**src/rtl/core/nnls_pkg.sv**
```systemverilog
// Shared types and constants of the letterbox scaler core.
// Depends on nothing; every other file of the core imports it.
`timescale 1ns / 1ps

package nnls_pkg;

   localparam int DimW       = 13;
   localparam int CoordW     = 12;
   localparam int IdxW       = 16;
   localparam int PixW       = 32;
   localparam int CsrIdxW    = 3;
   localparam int ProdW      = 2 * DimW;
   localparam int QueueDepth = 4;
   localparam int OutDepth   = 32;

   localparam logic [DimW-1:0] MAX_DIM     = 13'd4096;
   localparam logic [PixW-1:0] BG_RESET    = 32'hFF0F1116;
   localparam logic [DimW-1:0] FB_W_RESET  = 13'd640;
   localparam logic [DimW-1:0] FB_H_RESET  = 13'd480;

   typedef enum logic [CsrIdxW-1:0] {
      CSR_SCREEN_W = 3'd0,
      CSR_SCREEN_H = 3'd1,
      CSR_IMAGE_W  = 3'd2,
      CSR_IMAGE_H  = 3'd3,
      CSR_BG_COLOR = 3'd4
   } csr_index_type;

   typedef enum logic {
      CMD_LOAD   = 1'b0,
      CMD_RENDER = 1'b1
   } cmd_type;

   typedef enum logic [2:0] {
      G_IDLE,
      G_MUL,
      G_SEL,
      G_DIV,
      G_FIN,
      G_OFS
   } geom_state_type;

   // Display geometry, settled after every register write
   typedef struct packed {
      logic              blank;
      logic [DimW-1:0]   fw;
      logic [DimW-1:0]   fh;
      logic [DimW-1:0]   iw;
      logic [DimW-1:0]   ih;
      logic [DimW-1:0]   dw;
      logic [DimW-1:0]   dh;
      logic [CoordW-1:0] ox;
      logic [CoordW-1:0] oy;
      logic [PixW-1:0]   bg_color;
   } geom_type;

   // One classified transaction between front and back
   typedef struct packed {
      logic              render;
      logic              bg;
      logic [IdxW-1:0]   addr;
      logic [PixW-1:0]   data;
      logic [CoordW-1:0] rx;
      logic [CoordW-1:0] ry;
   } entry_type;

endpackage

```
**src/rtl/core/nnls_front.sv**
```systemverilog
// Front end: accepts transactions, classifies renders, queues all transactions.
// Depends on nnls_pkg and the geometry from nnls_geom.
`timescale 1ns / 1ps

module nnls_front import nnls_pkg::*; (
   input  logic              clock,
   input  logic              reset,
   input  logic              req_push,
   output logic              req_full,
   input  logic              req_command,
   input  logic [IdxW-1:0]   req_source_index,
   input  logic [PixW-1:0]   req_source_pixel,
   input  logic [CoordW-1:0] req_screen_x,
   input  logic [CoordW-1:0] req_screen_y,
   input  geom_type          geom,
   input  logic              busy,
   output logic              q_valid,
   output entry_type         q_head,
   input  logic              q_pop
);

   entry_type       queue_ff [QueueDepth];
   logic [1:0]      wptr_ff, rptr_ff;
   logic [2:0]      cnt_ff;
   logic            push;
   entry_type       entry;
   logic [DimW-1:0] x_ext, y_ext;
   logic            outside;

   assign req_full = (cnt_ff == 3'(QueueDepth)) | busy;
   assign push     = req_push & ~req_full;

   // Classify against framebuffer and displayed area
   always_comb begin
      x_ext   = {1'b0, req_screen_x};
      y_ext   = {1'b0, req_screen_y};
      outside = geom.blank
              | (x_ext >= geom.fw) | (y_ext >= geom.fh)
              | (req_screen_x < geom.ox) | (req_screen_y < geom.oy)
              | (x_ext >= ({1'b0, geom.ox} + geom.dw))
              | (y_ext >= ({1'b0, geom.oy} + geom.dh));
      entry.render = (cmd_type'(req_command) == CMD_RENDER);
      entry.bg     = outside;
      entry.addr   = req_source_index;
      entry.data   = req_source_pixel;
      entry.rx     = req_screen_x - geom.ox;
      entry.ry     = req_screen_y - geom.oy;
   end

   always_ff @(posedge clock) begin
      if (push)
         queue_ff[wptr_ff] <= entry;
   end

   // Advance pointers and fill count
   always_ff @(posedge clock) begin
      if (reset) begin
         wptr_ff <= '0;
         rptr_ff <= '0;
         cnt_ff  <= '0;
      end else begin
         if (push)
            wptr_ff <= wptr_ff + 2'd1;
         if (q_pop)
            rptr_ff <= rptr_ff + 2'd1;
         cnt_ff <= cnt_ff + 3'(push) - 3'(q_pop);
      end
   end

   assign q_valid = (cnt_ff != '0);
   assign q_head  = queue_ff[rptr_ff];

   a_queue_pop: assert property (@(posedge clock) disable iff (reset)
      q_pop |-> q_valid)
      else $error("queue popped while empty");

endmodule

```
**config.mk**
```make
export PLATFORM = sky130hd
export DESIGN_NAME = nnls_front
export DESIGN_NICKNAME = d
export VERILOG_FILES = /design/src/rtl/core/nnls_pkg.sv /design/src/rtl/core/nnls_front.sv
export SDC_FILE = /design/constraint.sdc
export NUM_CORES = 1
export LEC_CHECK = 0
export ABC_CLOCK_PERIOD_IN_PS = 3900
export BUFFER_PORTS_ARGS = -buffer_cell sky130_fd_sc_hd__buf_2
export CORE_AREA = 2 2 165 167
export CTS_CLUSTER_SIZE = 14
export DETAILED_ROUTE_END_ITERATION = 16
export DIE_AREA = 0 0 167 169
export GPL_TIMING_DRIVEN = 1
export PLACE_DENSITY = 0.91
export SLEW_MARGIN = 20
export SYNTH_ARGS = -nofsm -noshare
export SYNTH_HDL_FRONTEND = slang
export SYNTH_SLANG_ARGS = --single-unit
export TNS_END_PERCENT = 100
```
**constraint.sdc**
```tcl
create_clock -name clock -period 3.9 [get_ports clock]
set_clock_uncertainty 0.1 [all_clocks]
set_input_delay 0.39 -clock clock [delete_from_list [all_inputs] [get_ports clock]]
set_output_delay 0.39 -clock clock [all_outputs]
set_load 0.05 [all_outputs]
```
==> key figures <==
Power and ir drop
  – Leak: 6.62 nW
  – Pwr dens: approximately 470 mW/mm^2
  – Worst vdd ir: 525 uV

Finish
  – Fin util: 0.653
  – # fillers: ~1.8k
  – Multi-input gate area: roughly 0.0049 mm^2
  – Share of layout cells above drive strength 1: 0.307
  – ANT cells: 0
  – Commonest cells after routing, fill and taps aside: edfxtp_1, buf_2, ha_1
  – # nets final: 1493
  – Area Overhead vs Synth: 20.9%
  – Seq. cell area: between 0.009 and 0.01 mm^2
  – Most common cell after layout, fill and taps aside: edfxtp_1

Yosys
  – Largest family of logic cells by synthesized area: multiplexers
  – Synth cell types: 58
  – Syn Nets: roughly 1.2k
  – Synth Area in Compound Gates: 0.0597
  – Top cell type's share of synthesized area: 0.621
  – Average instance area after synthesis: approximately 16 um^2
  – Synth area leaders: edfxtp_1, mux4_2, ha_1
  – Simple logic cell fraction of the synthesized area: 0.0439
  – Portion of netlist area occupied by mux cells: 0.117
  – Synth Area in XOR/XNOR: 0.0239
  – EDFF count, synth: 296
  – Area leader, netlist: edfxtp_1
  – Synthesized cell area: 0.0143 mm^2
  – Seq/Total Area, Yosys: 0.634
  – Synth Instances: 874
  – Synth warn: 0
  – Fraction of registers with async set/reset: 0
  – Adder-Cell Fraction of Synth Area: 0.0962
  – Top FF cell, synth: edfxtp_1
  – Synthesized flop and latch total: 305

Setup path
  – Maximum fanout along the worst path: 4
  – RR Startpoint: cnt_ff[1]
  – CP peak stage delay: 0.46 ns
  – CP Capture Type: flop
  – Worst EP required: roughly 4.0 ns
  – Worst Path Arrival: 3.28 ns
  – CP dominant cell by count: ha_1
  – Cell chain of the critical path: buf_2, ha_1, inv_1, fa_1, nor2b_2, o31ai_2, nor4b_2, o31ai_1, a21oi_1, xor2_1, ha_1, nor3_1, nand3_1, a31oi_1, a211oi_1, nand2_1, o2111ai_1
  – CP Class: input pin to flop
  – Slowest CP cell: nor4b_2
  – RR Endpoint: cnt_ff[2]
  – R2R depth: 12
  – Critical Path Start Type: input pin
  – Worst R2R Setup Slack: 1.23 ns

Route
  – Drt pass-1 iters: 5
  – DRT iter0 DRCs: approximately 570
  – Final WL: 29500 um
  – DR vias: 8526
  – Via density: 5.56
  – WL/cell: 19.3 um
  – Residual DRC: 0
  – Post-DRT Antenna Nets: 0

Floorplanning
  – Core ar.: 0.0265 mm^2
  – DIE HEIGHT: 169 um
  – Cell row count: 60
  – IO Pins: a little under 300
  – DIE WIDTH: 167 um
  – Initial core utilization: 0.540
  – Die Footprint: between 0.02 and 0.03 mm^2

Min path
  – Min-Delay Endpoint: cnt_ff[1]
  – Hold path start: reset
  – Hold path depth: 2
  – Hold Crit Class: input pin to flop

Timing
  – Max frequency: between 300 and 400 MHz
  – Period utilization: 0.812
  – Setup_tns: 0 ns
  – Unrepaired setup endpoints after global routing: false
  – Worst-Margin Slew: 0.750 ns
  – Final Max Slew Viols: 0
  – Setup Viol. Count Final: 0
  – Setup ws final: 0.734 ns
  – Final Hold Fails: 0
  – Tmin final: 3.17 ns
  – Worst slew margin: 0.500

GRT
  – GR Overflow Total: 0
  – Overall Global Routing Usage: 0.209
  – First-pass GRT wire length: about 47000 um
  – Initial antenna violation count: 0
  – Vias in the first global route: around 8.9k
  – Pin count of the biggest net entering global routing: 46

CTS
  – Number of gates resized after CTS: 0
  – Max Root-Sink Buffers: 3
  – CTS Sinks: 305
  – H-Tree Depth: 1
  – TritonCTS Buffers: 28
  – Latest clock arrival within the worst-skew pair: 0.53 ns
  – CTS tree: done
  – Postcts setup bufs: 0
  – Root Buffer: clkbuf_16
  – Post-CTS Hold Fix Bufs: 49
  – Clk slew on worst S/H paths: approximately 0.06 ns

Placed design
  – # port buffers: 230
  – Pre-CTS setup slack: between 0.2 and 0.25 ns
  – Final RePlAce weighted congestion: 0.904
  – Dpl hpwl: 20000 um

Status
  – Outcome: finished clean

Flow run
  – Max Cap Viol: 0
==> kinds of logic (layout without fill, tap and decap cells) <==
logic type / count (synthesis) / in the layout
AND/OR/NAND/NOR: 126 / 126
buffers and inverters: 95 / 413
AO/OA/AOI/OAI: 127 / 127
multiplexers: 75 / 75
flip-flops: 305 / 305
XOR/XNOR: 39 / 39
adder cells (fa/ha/maj): 107 / 107
==> how the worst max path moves through the flow <==
stage / depth (start not counted) / end / startpoint / slack, ns
floorplan: 16 / queue_ff[0][72] / geom[32] / 0.82
global placement: 17 / queue_ff[0][72] / geom[32] / 0.32
detailed placement: 17 / queue_ff[0][72] / geom[44] / 0.21
CTS: 17 / queue_ff[0][72] / geom[44] / 0.76
global route: 17 / queue_ff[0][72] / geom[44] / 0.43
finish: 17 / queue_ff[1][72] / geom[44] / 0.73
==> routing by layer <==
| metal | up-vias | track usage | share of wire |
|---|---|---|---|
| met2 | 290 | 0.388 | 0.53 |
| li1 | 4025 | - | - |
| met4 | 0 | 0.0491 | 0.017 |
| met5 | - | 0 | 0 |
| met3 | 45 | 0.0267 | 0.054 |
| met1 | 4166 | 0.261 | 0.40 |
==> through the flow <==
stage | cells | area, um^2 | total power, mW | hold slack, ns
after floorplan | 874 | 14300 | 5.21 | 0.385
after global placement | 1433 | 15900 | 5.62 | 0.407
after detailed placement | 1435 | 16000 | 5.69 | 0.419
after CTS | 1533 | 17300 | 8.23 | 0.00330
after global routing | 1533 | 17300 | 8.51 | 0.0220
final | 1533 | 17300 | 8.16 | 0.0274
==> registers in the layout, indices dropped and copies added, names as in the netlist, named ones only <==
register	flops
queue_ff	296
rptr_ff	2
wptr_ff	2
cnt_ff	3
==> power by group <==
part / total, mW / leakage (nW) / internal, mW / switching (mW)
logic: 1.79 / 3.46 / 0.645 / 1.14
registers: 3.87 / 2.76 / 3.80 / 0.0666
clock network: 2.50 / 0.406 / 1.42 / 1.09
==> cells in the mapped netlist (3+ instances only) <==
library cell,count
xnor2_1,23
edfxtp_1,296
nand4_1,6
a21o_1,12
o31ai_2,3
o21ai_0,22
a21oi_1,35
nand3_1,7
buf_1,3
o22ai_1,4
nand2b_1,4
inv_1,77
fa_1,5
o31ai_1,3
o21ai_1,6
o21a_1,13
clkbuf_1,7
nor2b_1,9
buf_2,8
dfxtp_1,9
nor3_1,11
mux4_2,74
nor2_1,40
a21oi_2,3
and3_1,5
xor2_1,16
a31oi_1,3
a211oi_1,4
or3_1,3
ha_1,102
nand2_1,27
==> layout make-up <==
cell class	instances	share of cell area
repair buffers	287	0.102
inverters	77	0.0167
flip-flops and latches	305	0.525
well taps	341	0.0247
clock buffers	36	0.0435
clock inverters	13	0.00499
multi-input cells	474	0.283
==> critical path, delay by kind of cell <==
| kind | cells | cell delay [ns] |
|---|---|---|
| adders and majority gates | 3 | 0.60 |
| and+or+nand+nor | 5 | 0.96 |
| buffers and inverters | 2 | 0.18 |
| xor gates and xnor gates | 1 | 0.09 |
| AOI/OAI and AO/OA | 6 | 1.05 |
No activity file was read; power rests on OpenSTA's default activity.
