File: src/rtl/core/nnls_pkg.sv
// Shared types and constants of the letterbox scaler core.
// Depends on nothing; every other file of the core imports it.
`timescale 1ns / 1ps

package nnls_pkg;

   localparam int DimW       = 13;
   localparam int CoordW     = 12;
   localparam int IdxW       = 16;
   localparam int PixW       = 32;
   localparam int CsrIdxW    = 3;
   localparam int ProdW      = 2 * DimW;
   localparam int QueueDepth = 4;
   localparam int OutDepth   = 32;

   localparam logic [DimW-1:0] MAX_DIM     = 13'd4096;
   localparam logic [PixW-1:0] BG_RESET    = 32'hFF0F1116;
   localparam logic [DimW-1:0] FB_W_RESET  = 13'd640;
   localparam logic [DimW-1:0] FB_H_RESET  = 13'd480;

   typedef enum logic [CsrIdxW-1:0] {
      CSR_SCREEN_W = 3'd0,
      CSR_SCREEN_H = 3'd1,
      CSR_IMAGE_W  = 3'd2,
      CSR_IMAGE_H  = 3'd3,
      CSR_BG_COLOR = 3'd4
   } csr_index_type;

   typedef enum logic {
      CMD_LOAD   = 1'b0,
      CMD_RENDER = 1'b1
   } cmd_type;

   typedef enum logic [2:0] {
      G_IDLE,
      G_MUL,
      G_SEL,
      G_DIV,
      G_FIN,
      G_OFS
   } geom_state_type;

   // Display geometry, settled after every register write
   typedef struct packed {
      logic              blank;
      logic [DimW-1:0]   fw;
      logic [DimW-1:0]   fh;
      logic [DimW-1:0]   iw;
      logic [DimW-1:0]   ih;
      logic [DimW-1:0]   dw;
      logic [DimW-1:0]   dh;
      logic [CoordW-1:0] ox;
      logic [CoordW-1:0] oy;
      logic [PixW-1:0]   bg_color;
   } geom_type;

   // One classified transaction between front and back
   typedef struct packed {
      logic              render;
      logic              bg;
      logic [IdxW-1:0]   addr;
      logic [PixW-1:0]   data;
      logic [CoordW-1:0] rx;
      logic [CoordW-1:0] ry;
   } entry_type;

endpackage

File: src/rtl/core/nnls_geom.sv
// Configuration registers and the display geometry sequencer.
// Depends on nnls_pkg; computes display size with one serial divider.
`timescale 1ns / 1ps

module nnls_geom import nnls_pkg::*; (
   input  logic               clock,
   input  logic               reset,
   input  logic               csr_valid,
   output logic               csr_ready,
   input  logic [CsrIdxW-1:0] csr_index,
   input  logic [PixW-1:0]    csr_data,
   output geom_type           geom,
   output logic               busy
);

   logic [DimW-1:0]  fw_ff, fh_ff, iw_ff, ih_ff;
   logic [PixW-1:0]  bg_ff;
   geom_state_type   state_ff, state_in;
   logic [ProdW-1:0] p1_ff, p2_ff, num_ff, q_ff;
   logic             wlim_ff;
   logic [DimW-1:0]  rem_ff;
   logic [4:0]       cnt_ff;
   logic [DimW-1:0]  dw_ff, dh_ff;
   logic [CoordW-1:0] ox_ff, oy_ff;
   logic [DimW-1:0]  divisor;
   logic [DimW:0]    trial;
   logic             csr_wr;

   function automatic logic [DimW-1:0] sat_dim(input logic [PixW-1:0] v);
      sat_dim = (v[DimW-1:0] > MAX_DIM) ? MAX_DIM : v[DimW-1:0];
   endfunction

   function automatic logic [DimW-1:0] clamp_disp(input logic [ProdW-1:0] q,
                                                  input logic [DimW-1:0] lim);
      if (q == '0)
         clamp_disp = DimW'(1);
      else if (q > ProdW'(lim))
         clamp_disp = lim;
      else
         clamp_disp = q[DimW-1:0];
   endfunction

   assign csr_ready = 1'b1;
   assign csr_wr    = csr_valid & csr_ready;

   // Hold register values; dimensions keep their low DimW bits, saturated at MAX_DIM
   always_ff @(posedge clock) begin
      if (reset) begin
         fw_ff <= FB_W_RESET;
         fh_ff <= FB_H_RESET;
         iw_ff <= '0;
         ih_ff <= '0;
         bg_ff <= BG_RESET;
      end else if (csr_wr) begin
         case (csr_index)
            CSR_SCREEN_W: fw_ff <= sat_dim(csr_data);
            CSR_SCREEN_H: fh_ff <= sat_dim(csr_data);
            CSR_IMAGE_W:  iw_ff <= sat_dim(csr_data);
            CSR_IMAGE_H:  ih_ff <= sat_dim(csr_data);
            CSR_BG_COLOR: bg_ff <= csr_data;
            default: ;
         endcase
      end
   end

   always_ff @(posedge clock) begin
      if (reset)
         state_ff <= G_MUL;
      else
         state_ff <= state_in;
   end

   // Restart on any write, otherwise step through the sequence
   always_comb begin
      state_in = state_ff;
      case (state_ff)
         G_IDLE: state_in = G_IDLE;
         G_MUL:  state_in = G_SEL;
         G_SEL:  state_in = G_DIV;
         G_DIV:  state_in = (cnt_ff == 5'(ProdW - 1)) ? G_FIN : G_DIV;
         G_FIN:  state_in = G_OFS;
         G_OFS:  state_in = G_IDLE;
         default: state_in = G_IDLE;
      endcase
      if (csr_wr)
         state_in = G_MUL;
   end

   assign divisor = wlim_ff ? iw_ff : ih_ff;
   assign trial   = {rem_ff, num_ff[ProdW-1]};

   // Cross-multiply, divide one bit per cycle, clamp, centre
   always_ff @(posedge clock) begin
      case (state_ff)
         G_MUL: begin
            p1_ff <= fw_ff * ih_ff;
            p2_ff <= fh_ff * iw_ff;
         end
         G_SEL: begin
            wlim_ff <= (p1_ff <= p2_ff);
            num_ff  <= (p1_ff <= p2_ff) ? p1_ff : p2_ff;
            rem_ff  <= '0;
            q_ff    <= '0;
            cnt_ff  <= '0;
         end
         G_DIV: begin
            num_ff <= {num_ff[ProdW-2:0], 1'b0};
            cnt_ff <= cnt_ff + 5'd1;
            if (trial >= {1'b0, divisor}) begin
               rem_ff <= DimW'(trial - {1'b0, divisor});
               q_ff   <= {q_ff[ProdW-2:0], 1'b1};
            end else begin
               rem_ff <= trial[DimW-1:0];
               q_ff   <= {q_ff[ProdW-2:0], 1'b0};
            end
         end
         G_FIN: begin
            dw_ff <= wlim_ff ? fw_ff : clamp_disp(q_ff, fw_ff);
            dh_ff <= wlim_ff ? clamp_disp(q_ff, fh_ff) : fh_ff;
         end
         G_OFS: begin
            ox_ff <= CoordW'((fw_ff - dw_ff) >> 1);
            oy_ff <= CoordW'((fh_ff - dh_ff) >> 1);
         end
         default: ;
      endcase
   end

   assign busy          = (state_ff != G_IDLE);
   assign geom.blank    = (fw_ff == '0) | (fh_ff == '0) | (iw_ff == '0) | (ih_ff == '0);
   assign geom.fw       = fw_ff;
   assign geom.fh       = fh_ff;
   assign geom.iw       = iw_ff;
   assign geom.ih       = ih_ff;
   assign geom.dw       = dw_ff;
   assign geom.dh       = dh_ff;
   assign geom.ox       = ox_ff;
   assign geom.oy       = oy_ff;
   assign geom.bg_color = bg_ff;

   a_geom_bounds: assert property (@(posedge clock) disable iff (reset)
      (state_ff == G_IDLE && !geom.blank) |->
         (dw_ff >= DimW'(1) && dw_ff <= fw_ff && dh_ff >= DimW'(1) && dh_ff <= fh_ff))
      else $error("display size outside framebuffer");

endmodule

File: config.mk
export PLATFORM = sky130hd
export DESIGN_NAME = nnls_geom
export DESIGN_NICKNAME = d
export VERILOG_FILES = /design/src/rtl/core/nnls_pkg.sv /design/src/rtl/core/nnls_geom.sv
export SDC_FILE = /design/constraint.sdc
export NUM_CORES = 1
export LEC_CHECK = 0
export BUFFER_PORTS_ARGS = -buffer_cell sky130_fd_sc_hd__buf_2
export CAP_MARGIN = 20
export CELL_PAD_IN_SITES_DETAIL_PLACEMENT = 1
export CELL_PAD_IN_SITES_GLOBAL_PLACEMENT = 1
export CORE_AREA = 2 2 221 223
export CTS_CLUSTER_SIZE = 30
export DETAILED_ROUTE_END_ITERATION = 10
export DIE_AREA = 0 0 223 225
export MAX_ROUTING_LAYER = met4
export PLACE_DENSITY_LB_ADDON = 0.1
export SYNTH_ARGS = -nofsm -noshare
export SYNTH_HDL_FRONTEND = slang
export SYNTH_SLANG_ARGS = --single-unit
File: constraint.sdc
create_clock -name clock -period 14.3 [get_ports clock]
set_input_delay 0.715 -clock clock [delete_from_list [all_inputs] [get_ports clock]]
set_output_delay 0.715 -clock clock [all_outputs]
set_load 0.005 [all_outputs]
==> impl_results.md, run 1 <==
- Status: complete, no violations
- CP bufs+invs: 3
- Ant diodes: 0
- Asr flop ratio synth: 0%
- Most common cell in the synthesized netlist: inv_1
- Synth Flop Type: edfxtp_1
- Number of synthesized flops with an enable pin: 173
- First-pass GRT wire length: 120000 um
- Crit-path cells: nand2_1, fa_1, fa_1, inv_1, fa_1, fa_1, inv_1, fa_1, inv_1, ha_1, and3_1, a2111oi_0, o21ai_1, a21o_1, a211oi_1, xnor2_1
- WP depth: 16
- Hold Fails Final Rpt: 0
- Largest net degree at the start of global routing: 62
- Gr ovfl total: 0
- Die Y: 225 um
- Synth area leader: edfxtp_1
- Worst Reg2Reg Path Length in Cells: 16
- Largest delay share family, worst path: adder cells
- Final setup vio count: 0
- Hold Crit Depth: 3
- Tcrit/Tclk final: 41.9%
- Clock-pin transition on the worst setup and hold timing paths: 0.07 ns
- Starting DRT DRC Count: 1177
- Largest cells by area after synthesis: edfxtp_1, fa_1, ha_1
- Kind of critical path: reg2reg
- CP Max Fanout: 19
- RSZ-0062 raised after global routing: no
- Final min period: 6.00 ns
- Critical path arrival: 6.34 ns
- DR vias/cell: 5.83
- Worst-Skew Late Latency: 0.61 ns
- Die width: 223 um
- YS warnings: 0
- Core Util, Final: 57.0%
- Worst slew margin: 27.0%
- P_int: 1.35 mW
- Non-filler instance count after layout: 3429
- Syn nets: 3194
- Overall Global Routing Usage: 31.6%
- Vias: 20000
- Std-Cell Core Area: 47500 sq um
- Starting density of the core: 51.9%
- CTS Buffer Depth: 3
- Hold WC Path Type: in2reg
- Synthesized area: 24700 sq um
- Crit path launch type: flip-flop
- Net Sw Power: 0.509 mW
- Flop pwr share: 46.9%
- Sw Share: 27.3%
- Cts-stage hold buffer count: 0
- Per-cell routed wire length: 22.2 um
- Achievable Freq: 167 MHz
- Sequential area share after synthesis: 28.1%
- Total die area: 50200 sq um
- CTS tree: yes
- DRT Wirelength: 76200 um
- Clock Power Share: 42.3%
- Worst Skew: 0.0302 ns
- Port Buffers: 173
- Initial DRT Pass Iterations: 5
- Number of H-tree levels: 1
- HPWL Detailed: 57400 um
- Vias in the first global route: 21700
- GPL Wtd Cong: 0.900
- Antenna Nets Post-Route: 0
- Seq cells post-synth: 260
- Nets: 3303
- Synth Area per Inst: 9.21 sq um
- CP required: 14.64 ns
- Critical path capture point type: flip-flop
- Dpl cells: 3368
- Post-synth top area share: 21.0%
- CTS resizes: 0
- Maxcap violations: 0
- Postcts setup bufs: 0
- Final-report max-slew violation count: 0
- Clk sinks: 260
- Worst-Margin Slew: 1.09 ns
- DRC: 0
- FP Rows: 80
- VDD IR max: 0.0000929 V
- Power density cells: 68.8 nW/um^2
- Setup TNS: 0 ns
- Fraction of layout cells with a size suffix above 1: 9.52%
- Boundary pin count: 175
- Synth unique cells: 72
- Most frequent CP cell: fa_1
- CTS root buf: clkbuf_16
- CP max-delay cell: dfxtp_1
- LEAKAGE: 12.8 nW
- Commonest cells in the synthesized netlist: inv_1, nand2_1, fa_1
- Cells after Synth: 2680
- Combinational group share of total power: 10.8%
- Initial antenna violation count: 1
- Largest stage delay on the critical path: 0.93 ns
- Area Overhead vs Synth: 9.80%
- CTS Buf Count: 31
## tightest hold or removal path, cell delays in order
cell      delay (ns)
buf_2           0.07
nand2_1         0.04
nand3b_1        0.06
## metal layers
layer	vias up	wire, um	track usage [%]
met1	10100	32500	39.4
met3	161	3750	4.17
met5	-	0	-
met4	0	2550	10.2
li1	9106	-	-
met2	582	37400	53.4
## final timing paths
path               endpoint          from  slack, ns
setup / recovery  p1_ff[24]     fw_ff[10]       8.30
setup reg to reg  p1_ff[24]     fw_ff[10]       8.30
hold reg to reg   bg_ff[21]     bg_ff[21]       0.46
hold / removal    bg_ff[27]  csr_data[27]       0.32
## final cells by class
cell class | count | area, sq um
multi-input cells | 1858 | 15600
fillers | 5466 | 20400
inverters | 440 | 1650
clock inverters | 21 | 156
clock buffers | 37 | 851
flip-flops and latches | 260 | 6940
repair buffers | 198 | 1110
well taps | 615 | 769
## registers in the layout, summed over array words and instances (netlist names)
| register | flops |
|---|---|
| dh_ff | 13 |
| ox_ff | 12 |
| rem_ff | 13 |
| bg_ff | 32 |
| iw_ff | 13 |
| wlim_ff | 1 |
| dw_ff | 13 |
| q_ff | 26 |
| p1_ff | 26 |
| ih_ff | 13 |
| p2_ff | 26 |
| oy_ff | 12 |
| state_ff | 3 |
| fh_ff | 13 |
| cnt_ff | 5 |
| fw_ff | 13 |
| num_ff | 26 |
## per-stage QoR
step                      power [mW]  hold WS [ns]  cell area (sq um)  worst slack (ns)
after floorplan                 1.01         0.453              24700              8.93
after global placement          1.07         0.439              26000              8.54
after detailed placement        1.09         0.451              26000              8.37
after CTS                       1.87         0.294              27000              8.35
after global routing            1.93         0.313              27100              8.04
final                           1.86         0.323              27100              8.30
## power groups by stage
stage	Clock, mW	Sequential, mW	Combinational (mW)
after global routing	0.828	0.876	0.223
after detailed placement	0	0.890	0.196
after global placement	0	0.888	0.185
final	0.789	0.874	0.201
after CTS	0.800	0.874	0.198
after floorplan	0	0.866	0.141
## cells by family (layout without fill, tap and decap cells)
family                   count (synthesis)  in the layout  share of synthesized area, %
AO/OA/AOI/OAI                          406            406                          11.1
adder cells (fa/ha/maj)                476            476                          31.6
buffers and inverters                  562            696                          8.65
multiplexers                            19             19                         0.780
flip-flops                             260            260                          28.1
AND/OR/NAND/NOR                        901            901                          17.8
XOR/XNOR                                55             55                          1.95
other                                    1              1                        0.0152
## cell usage in the layout, fill, tap and decap left out, types with 5 or more instances in the layout
cell       synthesis  layout
a21oi_1          131     131
edfxtp_1         173     173
nand3_1           29      29
nor3_1            19      19
or4_1              5       5
and3_1            46      46
o21bai_1           5       5
nor4_1            20      20
nand2b_1           7       7
mux2i_1           17      17
a211oi_1          22      22
inv_1            440     440
fa_1             245     245
or3_1              7       7
a22o_1            21      21
clkinv_2           0       9
a21o_1            33      33
xor2_1            19      19
nand3b_1          23      23
buf_2              6     173
nor2_1            72      72
nand4_1           46      46
nor2b_1           25      24
o21ai_0           43      43
nand2_1          430     430
ha_1             231     231
o21a_1            12      12
a31oi_1            7       7
o31a_1             5       5
o211ai_1          60      60
dfxtp_1           87      87
and2_1           155     154
clkbuf_16          0      33
xnor2_1           36      36
o311ai_0           6       6
buf_4              3      21
a211o_1            9       9
No activity file was read; power rests on OpenSTA's default activity.
==> run 2: changes to the inputs <==
--- a/config.mk
+++ b/config.mk
@@ -9,10 +9,10 @@
 export CAP_MARGIN = 20
 export CELL_PAD_IN_SITES_DETAIL_PLACEMENT = 1
 export CELL_PAD_IN_SITES_GLOBAL_PLACEMENT = 1
-export CORE_AREA = 2 2 221 223
+export CORE_AREA = 2 2 228 230
 export CTS_CLUSTER_SIZE = 30
 export DETAILED_ROUTE_END_ITERATION = 10
-export DIE_AREA = 0 0 223 225
+export DIE_AREA = 0 0 230 232
 export MAX_ROUTING_LAYER = met4
 export PLACE_DENSITY_LB_ADDON = 0.1
 export SYNTH_ARGS = -nofsm -noshare
==> constraint.sdc (replaced) <==
create_clock -name clock -period 5.9 [get_ports clock]
set_input_delay 0.295 -clock clock [delete_from_list [all_inputs] [get_ports clock]]
set_output_delay 0.295 -clock clock [all_outputs]
set_load 0.005 [all_outputs]
==> run 2 against run 1 <==
Net effect:
- global-route usage down 2.1 points
- fmax up 6.2%
- sequential share of layout area down 0.64 points
- routed wire length down 0.64%
- clock power rose to 2.6 times the previous value
- hold slack worse by 0.28 ns
- sequential power up 140%
- critical path type unchanged
==> impl_results.md, run 2 (same netlist as run 1, synthesis figures left out) <==
- FP Rows: 83 (+3.8%)
- Fill cells: 5890 (+7.8%)
- Dpl cells: 3480 (+3.3%)
- Worst-Margin Slew: 1.14 ns (+0.0441 ns)
- Worst-Skew Late Latency: 0.56 ns (-0.05 ns)
- Status: complete, no violations
- Die width: 230 um (+3.1%)
- DRC: 0 (unchanged)
- Number of H-tree levels: 2 (+1)
- Gr ovfl total: 0 (unchanged)
- Power density cells: 167 nW/um^2 (+140%)
- Overall power: 4.65 mW (+150%)
- Boundary pin count: 175 (unchanged)
- Critical path capture point type: flip-flop
- Starting DRT DRC Count: 1021 (-13%)
- Per-cell routed wire length: 21.2 um (-4.5%)
- Non-filler instance count after layout: 3569 (+4.1%)
- Nets: 3378 (+2.3%)
- Hold Fails Final Rpt: 0 (unchanged)
- Maxcap violations: 0 (unchanged)
- RSZ-0062 raised after global routing: yes
- Crit path launch type: flip-flop
- Worst Skew: 0.0362 ns (+0.00598 ns)
- DP Worst Slack: 0.208 ns (-8.17 ns)
- DR vias/cell: 5.63 (-3.5%)
- Critical path arrival: 5.92 ns (-0.42 ns)
- Tcrit/Tclk final: 95.7% (+54 points)
- Commonest non-fill, non-tap cells in the layout: inv_1, nand2_1, fa_1
- DRT Wirelength: 75700 um (-0.64%)
- Final-report max-slew violation count: 0 (unchanged)
- CTS Buf Count: 34 (+9.7%)
- Largest net degree at the start of global routing: 89 (+44%)
- Final setup vio count: 0 (unchanged)
- Total die area: 53400 sq um (+6.3%)
- CP Max Fanout: 11 (-8)
- Most flop-heavy register: bg_ff
- CP required: 6.17 ns (-8.47 ns)
- Hold WC Path Type: in2reg
- VDD IR max: 0.000186 V (+100%)
- Overall Global Routing Usage: 29.5% (-2.1 points)
- First-pass GRT wire length: 121000 um (+0.26%)
- CTS Buffer Depth: 3 (unchanged)
- Multi-input logic area: 15600 sq um (about the same)
- Initial DRT Pass Iterations: 5 (unchanged)
- Clk sinks: 260 (unchanged)
- Starting density of the core: 48.5% (-3.4 points)
- Clock-pin transition on the worst setup and hold timing paths: 0.06 ns (about the same)
- Commonest non-fill, non-tap cell in the layout: inv_1
- Vias in the first global route: 22000 (+1.2%)
- Vias: 20100 (+0.46%)
- CTS tree: yes
- HPWL Detailed: 58900 um (+2.5%)
- Worst slew margin: 24.1% (-2.9 points)
- Port Buffers: 173 (unchanged)
- CTS root buf: clkbuf_16
- Fraction of layout cells with a size suffix above 1: 11.0% (+1.5 points)
- Postcts setup bufs: 0 (unchanged)
- Antenna Nets Post-Route: 0 (unchanged)
- Setup TNS: 0 ns (unchanged)
- Die Y: 232 um (+3.1%)
- Sequential Area: 6950 sq um (+0.14%)
- LEAKAGE: 13.2 nW (+2.8%)
- Max reg flops: 32 (unchanged)
- Area Overhead vs Synth: 12.8%
- Std-Cell Core Area: 50900 sq um (+7.0%)
- Achievable Freq: 177 MHz (+6.2%)
- Final min period: 5.65 ns (-0.352 ns)
- Initial antenna violation count: 2 (+1)
- GPL Wtd Cong: 0.877 (-2.5%)
- Fin worst setup slack: 0.253 ns (-8.05 ns)
- Kind of critical path: reg2reg
-- run 2: changes by cell type in the layout (fill, tap and decap cells not counted), moves of 3 or more --
cell / before / now
buf_4: 21 / 69
dlygate4sd3_1: 0 / 27
dfxtp_1: 87 / 79
dfxtp_2: 0 / 8
clkbuf_1: 3 / 8
clkinv_2: 9 / 5
clkbuf_16: 33 / 36
-- run 2: area by class of cell --
cell class,count,share of cell area (%)
Timing Repair Buffer,270,6.04
Multi-Input combinational cell,1858,56.1
Clock buffer,45,3.39
Sequential cell,260,24.9
Clock inverter,14,0.476
Inverter,440,5.93
Tap cell,680,3.06
Antenna cell,2,0.0180
-- run 2: critical path, stage by stage, from the launching register on --
cell and delay [ns]:
dfxtp_1 0.65, nand2_1 0.17, fa_1 0.57, inv_1 0.06
fa_1 0.55, fa_1 0.43, fa_1 0.50, inv_1 0.06
fa_1 0.47, inv_1 0.04, ha_1 0.38, nand3_1 0.18
o221ai_1 0.30, a21oi_1 0.13, o41ai_2 0.53, a31oi_1 0.18
xnor2_1 0.16
-- run 2: path summary, 6_finish.rpt --
check,start,endpoint,slack [ns],cells past startpoint
max,iw_ff[7],p2_ff[21],0.25,16
min,csr_data[9],bg_ff[9],0.05,3
max reg2reg,iw_ff[7],p2_ff[21],0.25,16
min reg2reg,bg_ff[11],bg_ff[11],0.46,2
-- run 2: timing repair --
item,in CTS,in global routing
hold buffers,27,0
setup endpoints to repair,0,8
endpoints found under the hold margin,27,0
resized for setup,0,9
-- run 2: per-layer routing --
layer	wire (um)	GRT usage [%]
met1	32400	36.3
met2	37800	50.4
met5	0	-
met4	2950	10.5
met3	2530	3.20
-- run 2: per-stage QoR --
step	hold slack, ns	instance area (sq um)	utilization, %
global placement	0.440	26500	52.0
detailed placement	0.449	26500	52.0
global route	0.0367	27800	54.7
finish	0.0463	27800	54.7
CTS	0.00622	27800	54.6
floorplan	0.374	24700	-
-- run 2: report_power, final --
part / leakage [nW] / switching [mW] / internal, mW
combinational: 10.3 / 0.323 / 0.195
sequential: 2.38 / 0.0729 / 2.03
clock: 0.526 / 0.853 / 1.18
